File: config.mk
export PLATFORM = sky130hd
export DESIGN_NAME = stroke_collinear_point_merger_flat
export DESIGN_NICKNAME = d
export VERILOG_FILES = /design/src/sv/scpm_pkg.sv /design/src/sv/scpm_if.sv /design/src/sv/scpm_sermul.sv /design/src/sv/stroke_collinear_point_merger.sv /design/src/flat_wrapper.sv
export SDC_FILE = /design/constraint.sdc
export NUM_CORES = 2
export LEC_CHECK = 0
export ABC_AREA = 1
export BUFFER_PORTS_ARGS = -buffer_cell sky130_fd_sc_hd__clkbuf_2
export CORE_UTILIZATION = 39
export CTS_CLUSTER_SIZE = 28
export DETAILED_ROUTE_END_ITERATION = 16
export SYNTH_ARGS = -nofsm -noshare
export SYNTH_HDL_FRONTEND = slang
export SYNTH_SLANG_ARGS = --single-unit
File: constraint.sdc
create_clock -name clk -period 7.45 [get_ports clk]
set_input_delay 0.745 -clock clk [delete_from_list [all_inputs] [get_ports clk]]
set_output_delay 0.745 -clock clk [all_outputs]
set_load 0.01 [all_outputs]
File: src/sv/scpm_pkg.sv
package scpm_pkg;

	localparam int COORD_WIDTH = 16;
	localparam int TOL_WIDTH   = 20;
	localparam logic [TOL_WIDTH-1:0] TOL_RESET = TOL_WIDTH'(2500);

	// coordinate differences, magnitudes fit in COORD_WIDTH bits
	localparam int DIFF_WIDTH = COORD_WIDTH + 1;
	// signed sums of two coordinate products (dot, cross, |d|^2 + dot)
	localparam int SUM_WIDTH  = 2 * COORD_WIDTH + 3;
	// multiplier operand b: magnitudes of the sums
	localparam int MB_WIDTH   = SUM_WIDTH - 1;
	// tolerance times |cross|
	localparam int TC_WIDTH   = TOL_WIDTH + 2 * COORD_WIDTH + 1;
	// product and operand a width
	localparam int MP_WIDTH   = TC_WIDTH + MB_WIDTH;

	localparam logic CMD_DRAG    = 1'b0;
	localparam logic CMD_RELEASE = 1'b1;
	localparam logic ACT_APPEND  = 1'b0;
	localparam logic ACT_MOVE    = 1'b1;

	typedef enum logic [3:0] {
		S_IDLE = 4'b0001,
		S_LOAD = 4'b0010,
		S_WAIT = 4'b0100,
		S_EMIT = 4'b1000
	} state_t;

	typedef enum logic [3:0] {
		STEP_DOT_A,
		STEP_DOT_B,
		STEP_CRS_A,
		STEP_CRS_B,
		STEP_SUM_A,
		STEP_SUM_B,
		STEP_SQ,
		STEP_TOLC,
		STEP_LHS
	} step_t;

	typedef struct packed {
		logic                start;
		logic [MP_WIDTH-1:0] a;
		logic [MB_WIDTH-1:0] b;
	} mul_req_t;

	typedef struct packed {
		logic                busy;
		logic [MP_WIDTH-1:0] prod;
	} mul_rsp_t;

endpackage

File: src/sv/scpm_if.sv
interface scpm_pen_if;
	logic                                    valid;
	logic                                    ready;
	logic                                    cmd;
	logic signed [scpm_pkg::COORD_WIDTH-1:0] from_x;
	logic signed [scpm_pkg::COORD_WIDTH-1:0] from_y;
	logic signed [scpm_pkg::COORD_WIDTH-1:0] to_x;
	logic signed [scpm_pkg::COORD_WIDTH-1:0] to_y;

	modport source (output valid, cmd, from_x, from_y, to_x, to_y, input ready);
	modport sink (input valid, cmd, from_x, from_y, to_x, to_y, output ready);
endinterface

interface scpm_vtx_if;
	logic                                    valid;
	logic                                    ready;
	logic                                    action;
	logic signed [scpm_pkg::COORD_WIDTH-1:0] vertex_x;
	logic signed [scpm_pkg::COORD_WIDTH-1:0] vertex_y;
	logic                                    final_of_run;

	modport source (output valid, action, vertex_x, vertex_y, final_of_run, input ready);
	modport sink (input valid, action, vertex_x, vertex_y, final_of_run, output ready);
endinterface

File: src/sv/scpm_sermul.sv
module scpm_sermul (
	input  logic               clk,
	input  logic               arst_n,
	input  scpm_pkg::mul_req_t req,
	output scpm_pkg::mul_rsp_t rsp
);
	import scpm_pkg::*;

	logic [MP_WIDTH-1:0] acc_q;
	logic [MP_WIDTH-1:0] a_q;
	logic [MB_WIDTH-1:0] b_q;

	// one multiplier bit per cycle, stops as soon as the remaining bits are zero
	always_ff @(posedge clk or negedge arst_n) begin
		if (!arst_n) begin
			b_q <= '0;
		end else if (req.start) begin
			b_q <= req.b;
		end else if (b_q != '0) begin
			b_q <= b_q >> 1;
		end
	end

	always_ff @(posedge clk) begin
		if (req.start) begin
			acc_q <= '0;
			a_q   <= req.a;
		end else if (b_q != '0) begin
			if (b_q[0]) begin
				acc_q <= acc_q + a_q;
			end
			a_q <= a_q << 1;
		end
	end

	assign rsp.busy = (b_q != '0);
	assign rsp.prod = acc_q;

endmodule

File: src/sv/stroke_collinear_point_merger.sv
// Stroke simplifier for pen input.
// pen: one transaction per drag (cmd = drag, from/to points) or pen release.
// verts: vertex edits, append or move-last, final_of_run marks the last edit
// of a pen transaction. cfg_we/cfg_wdata load the tolerance register.
// A release is accepted from idle and yields nothing. The first drag of a
// stroke yields two appends, the first one passing through the emit state into the output register.
// A later drag runs a sequence of up to nine products on a bit-serial
// shift-and-add multiplier, one multiplier bit per cycle, each product
// taking longer the longer its second operand; the drag's edit follows
// the last product, and when the point lies behind, only the first two
// products run. The block takes a new pen transaction only in idle, once
// its edit has passed to the output register, so it takes the next
// transaction while its last edit still sits in the output register.
// A stalled receiver holds the edit in the output register; a second edit
// waits in the block until the register frees.
// Reset closes any stroke, zeroes the stored vertices, sets the tolerance
// to 2500 and empties the output register.
module stroke_collinear_point_merger (
	input  logic                             clk,
	input  logic                             arst_n,
	input  logic                             cfg_we,
	input  logic [scpm_pkg::TOL_WIDTH-1:0]   cfg_wdata,
	scpm_pen_if.sink                         pen,
	scpm_vtx_if.source                       verts
);
	import scpm_pkg::*;

	function automatic logic [COORD_WIDTH-1:0] mag_diff(input logic [DIFF_WIDTH-1:0] v);
		logic [DIFF_WIDTH-1:0] n;
		n = v[DIFF_WIDTH-1] ? (~v + 1'b1) : v;
		return n[COORD_WIDTH-1:0];
	endfunction

	state_t state_q;
	step_t  step_q;
	step_t  step_next;
	logic   second_q;
	logic   out_valid_q;
	logic   stroke_open_q;
	logic [TOL_WIDTH-1:0]   tol_q;
	logic [COORD_WIDTH-1:0] tail_x_q, tail_y_q, before_x_q, before_y_q;

	logic [COORD_WIDTH-1:0] n_x_q, n_y_q;
	logic [DIFF_WIDTH-1:0]  dx_q, dy_q, ex_q, ey_q, gx_q, gy_q;
	logic [SUM_WIDTH-1:0]   dot_q, cross_q, s_q;
	logic [MP_WIDTH-1:0]    sq_q;
	logic [TC_WIDTH-1:0]    tc_q;
	logic                   neg_q;

	logic                   res_act_q, res_fin_q;
	logic [COORD_WIDTH-1:0] res_x_q, res_y_q;
	logic                   out_act_q, out_fin_q;
	logic [COORD_WIDTH-1:0] out_x_q, out_y_q;

	mul_req_t req;
	mul_rsp_t rsp;

	logic                   accept;
	logic [DIFF_WIDTH-1:0]  dx_n, dy_n, ex_n, ey_n, gx_n, gy_n;
	logic [MB_WIDTH-1:0]    cross_mag;
	logic                   neg_c;
	logic [SUM_WIDTH-1:0]   pmag, term;
	logic                   dot_nonpos, early_append, lhs_done, decide, move, emit_now;

	scpm_sermul u_mul (
		.clk    (clk),
		.arst_n (arst_n),
		.req    (req),
		.rsp    (rsp)
	);

	assign accept = pen.valid && pen.ready;
	assign pen.ready = (state_q == S_IDLE);

	assign dx_n = {tail_x_q[COORD_WIDTH-1], tail_x_q} - {before_x_q[COORD_WIDTH-1], before_x_q};
	assign dy_n = {tail_y_q[COORD_WIDTH-1], tail_y_q} - {before_y_q[COORD_WIDTH-1], before_y_q};
	assign ex_n = {pen.to_x[COORD_WIDTH-1], pen.to_x} - {tail_x_q[COORD_WIDTH-1], tail_x_q};
	assign ey_n = {pen.to_y[COORD_WIDTH-1], pen.to_y} - {tail_y_q[COORD_WIDTH-1], tail_y_q};
	// N - B = d + e, so d.(N - B) = |d|^2 + dot
	assign gx_n = {pen.to_x[COORD_WIDTH-1], pen.to_x} - {before_x_q[COORD_WIDTH-1], before_x_q};
	assign gy_n = {pen.to_y[COORD_WIDTH-1], pen.to_y} - {before_y_q[COORD_WIDTH-1], before_y_q};

	assign cross_mag = cross_q[SUM_WIDTH-1] ? MB_WIDTH'(~cross_q + 1'b1) : MB_WIDTH'(cross_q);

	assign dot_nonpos   = dot_q[SUM_WIDTH-1] || (dot_q == '0);
	assign early_append = (state_q == S_LOAD) && (step_q == STEP_CRS_A) && dot_nonpos;
	assign lhs_done     = (state_q == S_WAIT) && !rsp.busy && (step_q == STEP_LHS);
	assign decide       = early_append || lhs_done;
	assign move         = lhs_done && (rsp.prod < sq_q);
	assign emit_now     = (state_q == S_EMIT) && (!out_valid_q || verts.ready);

	// operand select for the current step
	always_comb begin
		req.start = (state_q == S_LOAD) && !early_append;
		req.a     = '0;
		req.b     = '0;
		neg_c     = 1'b0;
		case (step_q)
			STEP_DOT_A: begin
				req.a = MP_WIDTH'(mag_diff(dx_q));
				req.b = MB_WIDTH'(mag_diff(ex_q));
				neg_c = dx_q[DIFF_WIDTH-1] ^ ex_q[DIFF_WIDTH-1];
			end
			STEP_DOT_B: begin
				req.a = MP_WIDTH'(mag_diff(dy_q));
				req.b = MB_WIDTH'(mag_diff(ey_q));
				neg_c = dy_q[DIFF_WIDTH-1] ^ ey_q[DIFF_WIDTH-1];
			end
			STEP_CRS_A: begin
				req.a = MP_WIDTH'(mag_diff(dx_q));
				req.b = MB_WIDTH'(mag_diff(ey_q));
				neg_c = dx_q[DIFF_WIDTH-1] ^ ey_q[DIFF_WIDTH-1];
			end
			STEP_CRS_B: begin
				// subtracted term
				req.a = MP_WIDTH'(mag_diff(dy_q));
				req.b = MB_WIDTH'(mag_diff(ex_q));
				neg_c = ~(dy_q[DIFF_WIDTH-1] ^ ex_q[DIFF_WIDTH-1]);
			end
			STEP_SUM_A: begin
				req.a = MP_WIDTH'(mag_diff(dx_q));
				req.b = MB_WIDTH'(mag_diff(gx_q));
				neg_c = dx_q[DIFF_WIDTH-1] ^ gx_q[DIFF_WIDTH-1];
			end
			STEP_SUM_B: begin
				req.a = MP_WIDTH'(mag_diff(dy_q));
				req.b = MB_WIDTH'(mag_diff(gy_q));
				neg_c = dy_q[DIFF_WIDTH-1] ^ gy_q[DIFF_WIDTH-1];
			end
			STEP_SQ: begin
				// sum is positive here, dot > 0
				req.a = MP_WIDTH'(s_q[MB_WIDTH-1:0]);
				req.b = s_q[MB_WIDTH-1:0];
			end
			STEP_TOLC: begin
				req.a = MP_WIDTH'(tol_q);
				req.b = cross_mag;
			end
			STEP_LHS: begin
				req.a = MP_WIDTH'(tc_q);
				req.b = cross_mag;
			end
			default: begin
				req.a = '0;
			end
		endcase
	end

	always_comb begin
		case (step_q)
			STEP_DOT_A: step_next = STEP_DOT_B;
			STEP_DOT_B: step_next = STEP_CRS_A;
			STEP_CRS_A: step_next = STEP_CRS_B;
			STEP_CRS_B: step_next = STEP_SUM_A;
			STEP_SUM_A: step_next = STEP_SUM_B;
			STEP_SUM_B: step_next = STEP_SQ;
			STEP_SQ:    step_next = STEP_TOLC;
			STEP_TOLC:  step_next = STEP_LHS;
			default:    step_next = STEP_DOT_A;
		endcase
	end

	assign pmag = rsp.prod[SUM_WIDTH-1:0];
	assign term = neg_q ? (~pmag + 1'b1) : pmag;

	always_ff @(posedge clk or negedge arst_n) begin
		if (!arst_n) begin
			state_q       <= S_IDLE;
			step_q        <= STEP_DOT_A;
			second_q      <= 1'b0;
			out_valid_q   <= 1'b0;
			stroke_open_q <= 1'b0;
			tol_q         <= TOL_RESET;
			tail_x_q      <= '0;
			tail_y_q      <= '0;
			before_x_q    <= '0;
			before_y_q    <= '0;
		end else begin
			if (cfg_we) begin
				tol_q <= cfg_wdata;
			end
			if (accept) begin
				if (pen.cmd == CMD_RELEASE) begin
					stroke_open_q <= 1'b0;
				end else if (!stroke_open_q) begin
					before_x_q    <= pen.from_x;
					before_y_q    <= pen.from_y;
					tail_x_q      <= pen.to_x;
					tail_y_q      <= pen.to_y;
					stroke_open_q <= 1'b1;
					second_q      <= 1'b1;
					state_q       <= S_EMIT;
				end else begin
					step_q  <= STEP_DOT_A;
					state_q <= S_LOAD;
				end
			end
			if (state_q == S_LOAD && !early_append) begin
				state_q <= S_WAIT;
			end
			if (state_q == S_WAIT && !rsp.busy && step_q != STEP_LHS) begin
				step_q  <= step_next;
				state_q <= S_LOAD;
			end
			if (decide) begin
				tail_x_q <= n_x_q;
				tail_y_q <= n_y_q;
				if (!move) begin
					before_x_q <= tail_x_q;
					before_y_q <= tail_y_q;
				end
				state_q <= S_EMIT;
			end
			if (emit_now) begin
				if (second_q) begin
					second_q <= 1'b0;
				end else begin
					state_q <= S_IDLE;
				end
			end
			if (emit_now) begin
				out_valid_q <= 1'b1;
			end else if (verts.ready) begin
				out_valid_q <= 1'b0;
			end
		end
	end

	always_ff @(posedge clk) begin
		if (accept) begin
			n_x_q     <= pen.to_x;
			n_y_q     <= pen.to_y;
			dx_q      <= dx_n;
			dy_q      <= dy_n;
			ex_q      <= ex_n;
			ey_q      <= ey_n;
			gx_q      <= gx_n;
			gy_q      <= gy_n;
			dot_q     <= '0;
			cross_q   <= '0;
			s_q       <= '0;
			res_act_q <= ACT_APPEND;
			res_x_q   <= pen.from_x;
			res_y_q   <= pen.from_y;
			res_fin_q <= 1'b0;
		end
		if (state_q == S_LOAD) begin
			neg_q <= neg_c;
		end
		if (state_q == S_WAIT && !rsp.busy) begin
			case (step_q)
				STEP_DOT_A, STEP_DOT_B: dot_q   <= dot_q + term;
				STEP_CRS_A, STEP_CRS_B: cross_q <= cross_q + term;
				STEP_SUM_A, STEP_SUM_B: s_q     <= s_q + term;
				STEP_SQ:                sq_q    <= rsp.prod;
				STEP_TOLC:              tc_q    <= rsp.prod[TC_WIDTH-1:0];
				default:                tc_q    <= tc_q;
			endcase
		end
		if (decide) begin
			res_act_q <= move ? ACT_MOVE : ACT_APPEND;
			res_x_q   <= n_x_q;
			res_y_q   <= n_y_q;
			res_fin_q <= 1'b1;
		end
		if (emit_now) begin
			out_act_q <= res_act_q;
			out_x_q   <= res_x_q;
			out_y_q   <= res_y_q;
			out_fin_q <= res_fin_q;
			if (second_q) begin
				res_act_q <= ACT_APPEND;
				res_x_q   <= n_x_q;
				res_y_q   <= n_y_q;
				res_fin_q <= 1'b1;
			end
		end
	end

	assign verts.valid        = out_valid_q;
	assign verts.action       = out_act_q;
	assign verts.vertex_x     = out_x_q;
	assign verts.vertex_y     = out_y_q;
	assign verts.final_of_run = out_fin_q;

	a_start_idle_mul : assert property (@(posedge clk) disable iff (!arst_n)
		req.start |-> !rsp.busy)
		else $error("multiplier restarted while busy");

	a_move_is_final : assert property (@(posedge clk) disable iff (!arst_n)
		(verts.valid && verts.action == ACT_MOVE) |-> verts.final_of_run)
		else $error("move edit without final_of_run");

	a_second_in_emit : assert property (@(posedge clk) disable iff (!arst_n)
		second_q |-> (state_q == S_EMIT))
		else $error("pending second edit outside emit state");

	a_partial_open : assert property (@(posedge clk) disable iff (!arst_n)
		(verts.valid && !verts.final_of_run) |-> stroke_open_q)
		else $error("first vertex of a stroke shown with no stroke open");

endmodule
File: src/flat_wrapper.sv
// flat-port wrapper written by rule: the top's interface ports become plain ports
module stroke_collinear_point_merger_flat import scpm_pkg::*;
  (clk, arst_n, cfg_we, cfg_wdata, pen_valid, pen_cmd, pen_from_x, pen_from_y, pen_to_x, pen_to_y, pen_ready, verts_valid, verts_action, verts_vertex_x, verts_vertex_y, verts_final_of_run, verts_ready);
  scpm_pen_if pen_i ();
  scpm_vtx_if verts_i ();
  input  logic clk;
  input  logic arst_n;
  input  logic cfg_we;
  input  logic [scpm_pkg::TOL_WIDTH-1:0] cfg_wdata;
  input wire logic [$bits(pen_i.valid)-1:0] pen_valid;
  input wire logic [$bits(pen_i.cmd)-1:0] pen_cmd;
  input wire logic [$bits(pen_i.from_x)-1:0] pen_from_x;
  input wire logic [$bits(pen_i.from_y)-1:0] pen_from_y;
  input wire logic [$bits(pen_i.to_x)-1:0] pen_to_x;
  input wire logic [$bits(pen_i.to_y)-1:0] pen_to_y;
  output wire logic [$bits(pen_i.ready)-1:0] pen_ready;
  output wire logic [$bits(verts_i.valid)-1:0] verts_valid;
  output wire logic [$bits(verts_i.action)-1:0] verts_action;
  output wire logic [$bits(verts_i.vertex_x)-1:0] verts_vertex_x;
  output wire logic [$bits(verts_i.vertex_y)-1:0] verts_vertex_y;
  output wire logic [$bits(verts_i.final_of_run)-1:0] verts_final_of_run;
  input wire logic [$bits(verts_i.ready)-1:0] verts_ready;
  assign pen_i.valid = pen_valid;
  assign pen_i.cmd = pen_cmd;
  assign pen_i.from_x = pen_from_x;
  assign pen_i.from_y = pen_from_y;
  assign pen_i.to_x = pen_to_x;
  assign pen_i.to_y = pen_to_y;
  assign pen_ready = pen_i.ready;
  assign verts_valid = verts_i.valid;
  assign verts_action = verts_i.action;
  assign verts_vertex_x = verts_i.vertex_x;
  assign verts_vertex_y = verts_i.vertex_y;
  assign verts_final_of_run = verts_i.final_of_run;
  assign verts_i.ready = verts_ready;
  stroke_collinear_point_merger u_core (.clk(clk), .arst_n(arst_n), .cfg_we(cfg_we), .cfg_wdata(cfg_wdata), .pen(pen_i), .verts(verts_i));
endmodule
* Word-level counts from Yosys, hierarchy flattened *
Memory sizes are Yosys's and may differ from the RTL's.
Index checks and enable logic that the tools add are counted.

word-level totals
  word-level logic and storage cells = 202
  memory bits (read-only) = 32
  bits in registers = 751
  output and inout bits = 36
  memories = 1

memories
  memory            words  bits a word  rd ports  clocked after memory_dff  write ports  RTL line                              RTL
  (name not given)  8      4            1         0                         0            stroke_collinear_point_merger.sv:150  case (step_q)

cells by class
  eq/ne operators = 16
  reductions and logical operators = 36
  bitwise operators = 15
  add/sub/neg operators = 18
  order comparisons = 1
  mux-type cells = 80

operators by type and width
  cell                                                                   count
  16-bit two-way mux                                                     32
  35-bit two-way mux                                                     10
  53-bit one-hot mux with 5 select lines                                 1
  34-bit one-hot mux with 6 select lines                                 1
  87-bit two-way mux                                                     2
  35-bit adder                                                           3
  34-bit two-way mux                                                     3
  16-bit by 16-bit subtractor with 17-bit output                         6
  16-bit by 1-bit adder with 16-bit output, second input constant        6
  16-bit inverter                                                        6
  87-bit adder                                                           1
  87-bit less-than comparator                                            1
  4-bit two-way mux                                                      13
  35-bit by 1-bit adder with 35-bit output, second input constant        1
  35-bit zero test                                                       1
  35-bit inverter                                                        1
  34-bit by 1-bit adder with 34-bit output, second input constant        1
  34-bit inverter                                                        1
  34-bit nonzero test                                                    1
  4-bit by 3-bit equality test with 1-bit output, second input constant  5
  1-bit two-way mux                                                      17
  4-bit by 2-bit equality test with 1-bit output, second input constant  3
  2-bit OR reduction                                                     6
  2-bit nonzero test                                                     5
  other kinds (15)                                                       39

* Depth between registers and ports, before layout *
  depth after elaboration = 10
  mapped depth = 24
  mapped depth without buffers = 24

* Cells and area by module *
Synthesis repeated with hierarchy kept, for this count alone.

second synthesis, totals
  cells, all modules = 7855
  area, all modules = 54562.3 um^2

by module, submodules not included
  module                         cells an instance  times used  area an instance (um^2)
  stroke_collinear_point_merger  5067               1           37714.9
  scpm_sermul                    2788               1           16847.4

* Worst setup path before layout *
OpenSTA, ideal clock, no wires.

  kind = register -> register
  start = register u_core.state_q[0]
  end = register u_core.dx_q[0], enable pin
  data arrival time = 5.005 ns
  stages on the path, launching flop included = 6
  library setup time = 0.551 ns
  required time = 6.899 ns
  period minus slack after synthesis = 5.556 ns
  path slack = 1.894 ns
  path through = dfstp_2 > inv_1 > nor3_2 > nand2_1 > inv_1 > buf_1

on the way
  cells in the longest elaborated chain, start to end = 2

ends and longest elaborated chain
  element                                         RTL line                              RTL
  start: declaration                              stroke_collinear_point_merger.sv:34   state_t state_q;
  start signal: assignment                        stroke_collinear_point_merger.sv:168  state_q <= S_IDLE;
  start signal: assignment                        stroke_collinear_point_merger.sv:192  state_q <= S_EMIT;
  start signal: assignment                        stroke_collinear_point_merger.sv:195  state_q <= S_LOAD;
  4-bit by 1-bit equality test with 1-bit output  stroke_collinear_point_merger.sv:73   assign pen.ready = (state_q == S_IDLE);
  named net pen_ready                             flat_wrapper.sv:16                    output wire logic [$bits(pen_i.ready)-1:0] pen_ready;
  1-bit logical AND                               stroke_collinear_point_merger.sv:72   assign accept = pen.valid && pen.ready;
  named net u_core.accept                         stroke_collinear_point_merger.sv:58   logic accept;
  end signal: assignment                          stroke_collinear_point_merger.sv:233  dx_q <= dx_n;
  end: declaration                                stroke_collinear_point_merger.sv:44   logic [DIFF_WIDTH-1:0] dx_q, dy_q, ex_q, ey_q, gx_q, gy_q;

The timed path passes the listed nets, and every way through them passes these cells.
A chain may end at the register's enable or synchronous reset.

* Final worst setup path *
  start = register u_core.u_mul.acc_q[0]
  end = register u_core.s_q[32]

on the way
  cells in the longest elaborated chain, start to end = 6

ends and longest elaborated chain
  element                                   RTL line                              RTL
  start: declaration                        scpm_sermul.sv:9                      logic [MP_WIDTH-1:0] acc_q;
  start signal: assignment                  scpm_sermul.sv:30                     acc_q <= acc_q + a_q;
  35-bit inverter                           stroke_collinear_point_merger.sv:164  assign term = neg_q ? (~pmag + 1'b1) : pmag;
  35-bit by 1-bit adder with 35-bit output  stroke_collinear_point_merger.sv:164
  35-bit two-way mux (*)                    stroke_collinear_point_merger.sv:164
  35-bit adder (*)                          stroke_collinear_point_merger.sv:254  STEP_SUM_A, STEP_SUM_B: s_q <= s_q + term;
  35-bit two-way mux (*)                    stroke_collinear_point_merger.sv:251  case (step_q)
  35-bit two-way mux (*)                    stroke_collinear_point_merger.sv:250  if (state_q == S_WAIT && !rsp.busy) begin
  end signal: assignment                    stroke_collinear_point_merger.sv:254
  end: declaration                          stroke_collinear_point_merger.sv:45   logic [SUM_WIDTH-1:0] dot_q, cross_q, s_q;

Every way passes the cells marked *; elsewhere a longest branch is shown, timed or not.

==> metrics.txt <==
status finished, final reports clean; commonest non-fill, non-tap cells in the layout nand2_1 (2014), inv_1 (1006), nor2_1 (706), nand3_1 (504), a21oi_1 (491); number of global-route vias before repair 46340; final count of hold timing violations 0; GPL Wtd Cong 1.00; Filler Cell Count 14000; Critical path destination u_core.s_q[32]$_DFF_P_; asr flop ratio synth 0.172; Post-CTS Setup Bufs 0; post-route setup TNS 0 ns; Area Overhead vs Synth 10.2%; CP startpoint u_core.u_mul.acc_q[0]$_SDFFE_PP0P_; Max VDD drop 0.169 mV; slew margin rel. 0.301; Max Cap Violations 0; Hold Buf Count CTS 0; worst r2r src u_core.u_mul.acc_q[0]$_SDFFE_PP0P_; part of the cycle the worst path needs 0.616; count of cell types in the netlist 63; Pwr Density 155 mW/mm^2; drt via density 5.28; terminus of the critical flop-to-flop path u_core.s_q[32]$_DFF_P_; DRC viols 0; Port Buffer Count 125; final wirelength 178 mm; Final Max Slew Viols 0; initial antenna violation count 3; kind of critical path flip-flop to flip-flop; Worst Hold Class input port to asynchronous set/reset pin; fin crit period 4.59 ns; multi-input logic area 0.0284 sq mm; fin area 0.0579 sq mm; crit path max fanout 7; final hold slack 0.0673 ns; dpl cell area 0.0549 sq mm; # setup viols final 0; syn avg cell area 7.19 sq um; die area 0.136 sq mm; clock sinks 750; Starting DRT DRC Count 4441; Num CTS Buffers 88; post-CTS resize count 0; WP data arrival 5.18 ns; # rows 134; EDFF count, synth 396; required time worst endpoint 8.04 ns; Final ANT Viol Nets 0; Ys Warns 0; layout cells sized above 1 0.0513; HPWL Detailed 141 mm; largest net degree at the start of global routing 84; Pwr Total 8.99 mW; gate count of the mapped netlist 7302; Critical Path End Type flip-flop; r2r worst-path depth 21; commonest non-fill, non-tap cell in the layout nand2_1; global-route wire length before repair 274 mm; GRT overflow 0; Post-Syn Nets 7786; Ports 126; final clock skew 0.0399 ns; RSZ-0062 raised after global routing false; root buffer cell clkbuf_16; P_leak 28.5 nW; Via Count 48753; top_reg_cell synth edfxtp_1; flop-to-flop setup slack 2.86 ns; drt first pass iters 6; CTS clock-pin slew for the worst setup and hold paths 0.06 ns; routed len/inst 19.3 microns; H-tree depth 3; die width 369 microns; measured slew at the worst slew-check pin 1.05 ns; Initial Util 0.394; # diodes 0; TritonCTS clock tree done; total track usage 0.258; clk buf depth 3; Reg area 0.0196 sq mm; fmax 218 MHz; Die Span Y 369 microns; sequential area share after synthesis 0.374; crit path launch type flip-flop; Seq cells post-synth 750; worst-skew pair later-pin latency 0.71 ns; Syn Std Cell Area 0.0525 sq mm; area of the core 0.133 sq mm; Total Nets Final 7869
-- report_power, final --
group,switching (mW),internal [mW]
clock network,1.91,2.57
registers,0.0119,4.34
logic,0.107,0.0533
-- synth_stat cells (all sizes together), types with 2 or more instances --
master	number	area share
nand3b	23	0.0033
a31oi	12	0.0014
a21boi	21	0.0030
o221ai	8	0.0013
o211ai	36	0.0051
nor2	716	0.052
xor2	128	0.021
or2	30	0.0036
mux2	9	0.0019
o41ai	3	0.00050
a21oi	492	0.047
a221oi	9	0.0015
clkinv	5	0.00036
xnor2	83	0.014
nor3	97	0.0098
nor3b	6	0.00086
buf	86	0.0083
nor4	20	0.0025
nand3	509	0.049
dfxtp	225	0.086
o311ai	2	0.00033
a21o	28	0.0040
o21a	12	0.0017
o2111ai	3	0.00050
nand4	101	0.012
o21bai	44	0.0063
ha	384	0.091
o21ai	487	0.046
clkbuf	76	0.0054
dfstp	6	0.0030
and3	2	0.00024
inv	1019	0.073
a211oi	9	0.0013
fa	10	0.0038
dfrtp	123	0.059
o31ai	38	0.0054
nand2	2020	0.14
o22ai	9	0.0011
edfxtp	396	0.23
and2	8	0.00095
-- critical path, stage by stage, from the launching register on --
cell,delay [ns]
dfxtp_1,0.45
inv_1,0.18
nand3_1,0.12
nor3_2,0.17
nand3_1,0.29
nor2_1,0.28
inv_1,0.07
nor2_1,0.28
nand2_1,0.09
nand2_1,0.12
o21a_1,0.16
xor2_1,0.54
ha_1,0.41
a21oi_1,0.15
inv_1,0.06
nor2_1,0.14
a21boi_0,0.40
nor2_1,0.07
nor3_1,0.23
nand3_1,0.10
nand3_1,0.09
nand2_1,0.05
-- layout make-up --
| class | instances | share of cell area |
|---|---|---|
| Multi-Input combinational cell | 5366 | 0.490 |
| Sequential cell | 750 | 0.339 |
| Inverter | 1024 | 0.0665 |
| Clock buffer | 120 | 0.0427 |
| Tap cell | 1768 | 0.0382 |
| Timing Repair Buffer | 155 | 0.0148 |
| Clock inverter | 44 | 0.00858 |
-- worst min-delay path by stage --
stage / endpoint / from / slack (ns) / cells past startpoint
4_1_cts: u_core.before_x_q[7]$_DFF_PN0_ / arst_n / 0.06 / 1
6_report: u_core.tail_x_q[11]$_DFFE_PN0P_ / arst_n / 0.07 / 1
5_1_grt: u_core.tail_x_q[11]$_DFFE_PN0P_ / arst_n / 0.1 / 1
2_1_floorplan: u_core.verts.final_of_run$_DFFE_PP_ / u_core.res_fin_q$_DFF_P_ / 0.41 / 0
3_3_place_gp: u_core.verts.vertex_y[14]$_DFFE_PP_ / u_core.res_y_q[14]$_DFF_P_ / 0.41 / 0
3_5_place_dp: u_core.verts.vertex_x[4]$_DFFE_PP_ / u_core.res_x_q[4]$_DFF_P_ / 0.42 / 0
-- sequential cells by signal, indices dropped and copies added, names as in the netlist, 20 cells and up --
signal	cells
u_core.sq_q	87
u_core.dot_q	35
u_core.s_q	34
u_core.cross_q	35
u_core.u_mul.b_q	34
u_core.u_mul.acc_q	87
u_core.tol_q	20
u_core.u_mul.a_q	87
u_core.tc_q	53
-- routing by layer --
metal	wire, microns	part of all wire	vias to the layer above	global-route usage
met1	85200	0.48	22827	0.373
met2	76200	0.43	1466	0.396
met4	5340	0.030	2	0.0823
met5	13	0.000073	-	0
met3	10900	0.062	235	0.0325
li1	-	-	24223	-
-- metrics by stage --
stage               setup WS [ns]  std cells   util
global route                 2.52       9227  0.434
finish                       2.86       9227  0.434
global placement             3.11       9063  0.412
detailed placement           2.98       9063  0.412
floorplan                    1.89       7302      -
CTS                          2.94       9227  0.434
-- cells by family after synthesis --
| kind of cell | synth area share |
|---|---|
| AOI/OAI and AO/OA | 0.128 |
| xor gates and xnor gates | 0.0352 |
| adders and majority gates | 0.0953 |
| buffers and inverters | 0.0869 |
| DFF | 0.374 |
| muxes | 0.00212 |
| and+or+nand+nor | 0.279 |
(Power assumes the default switching activity.)
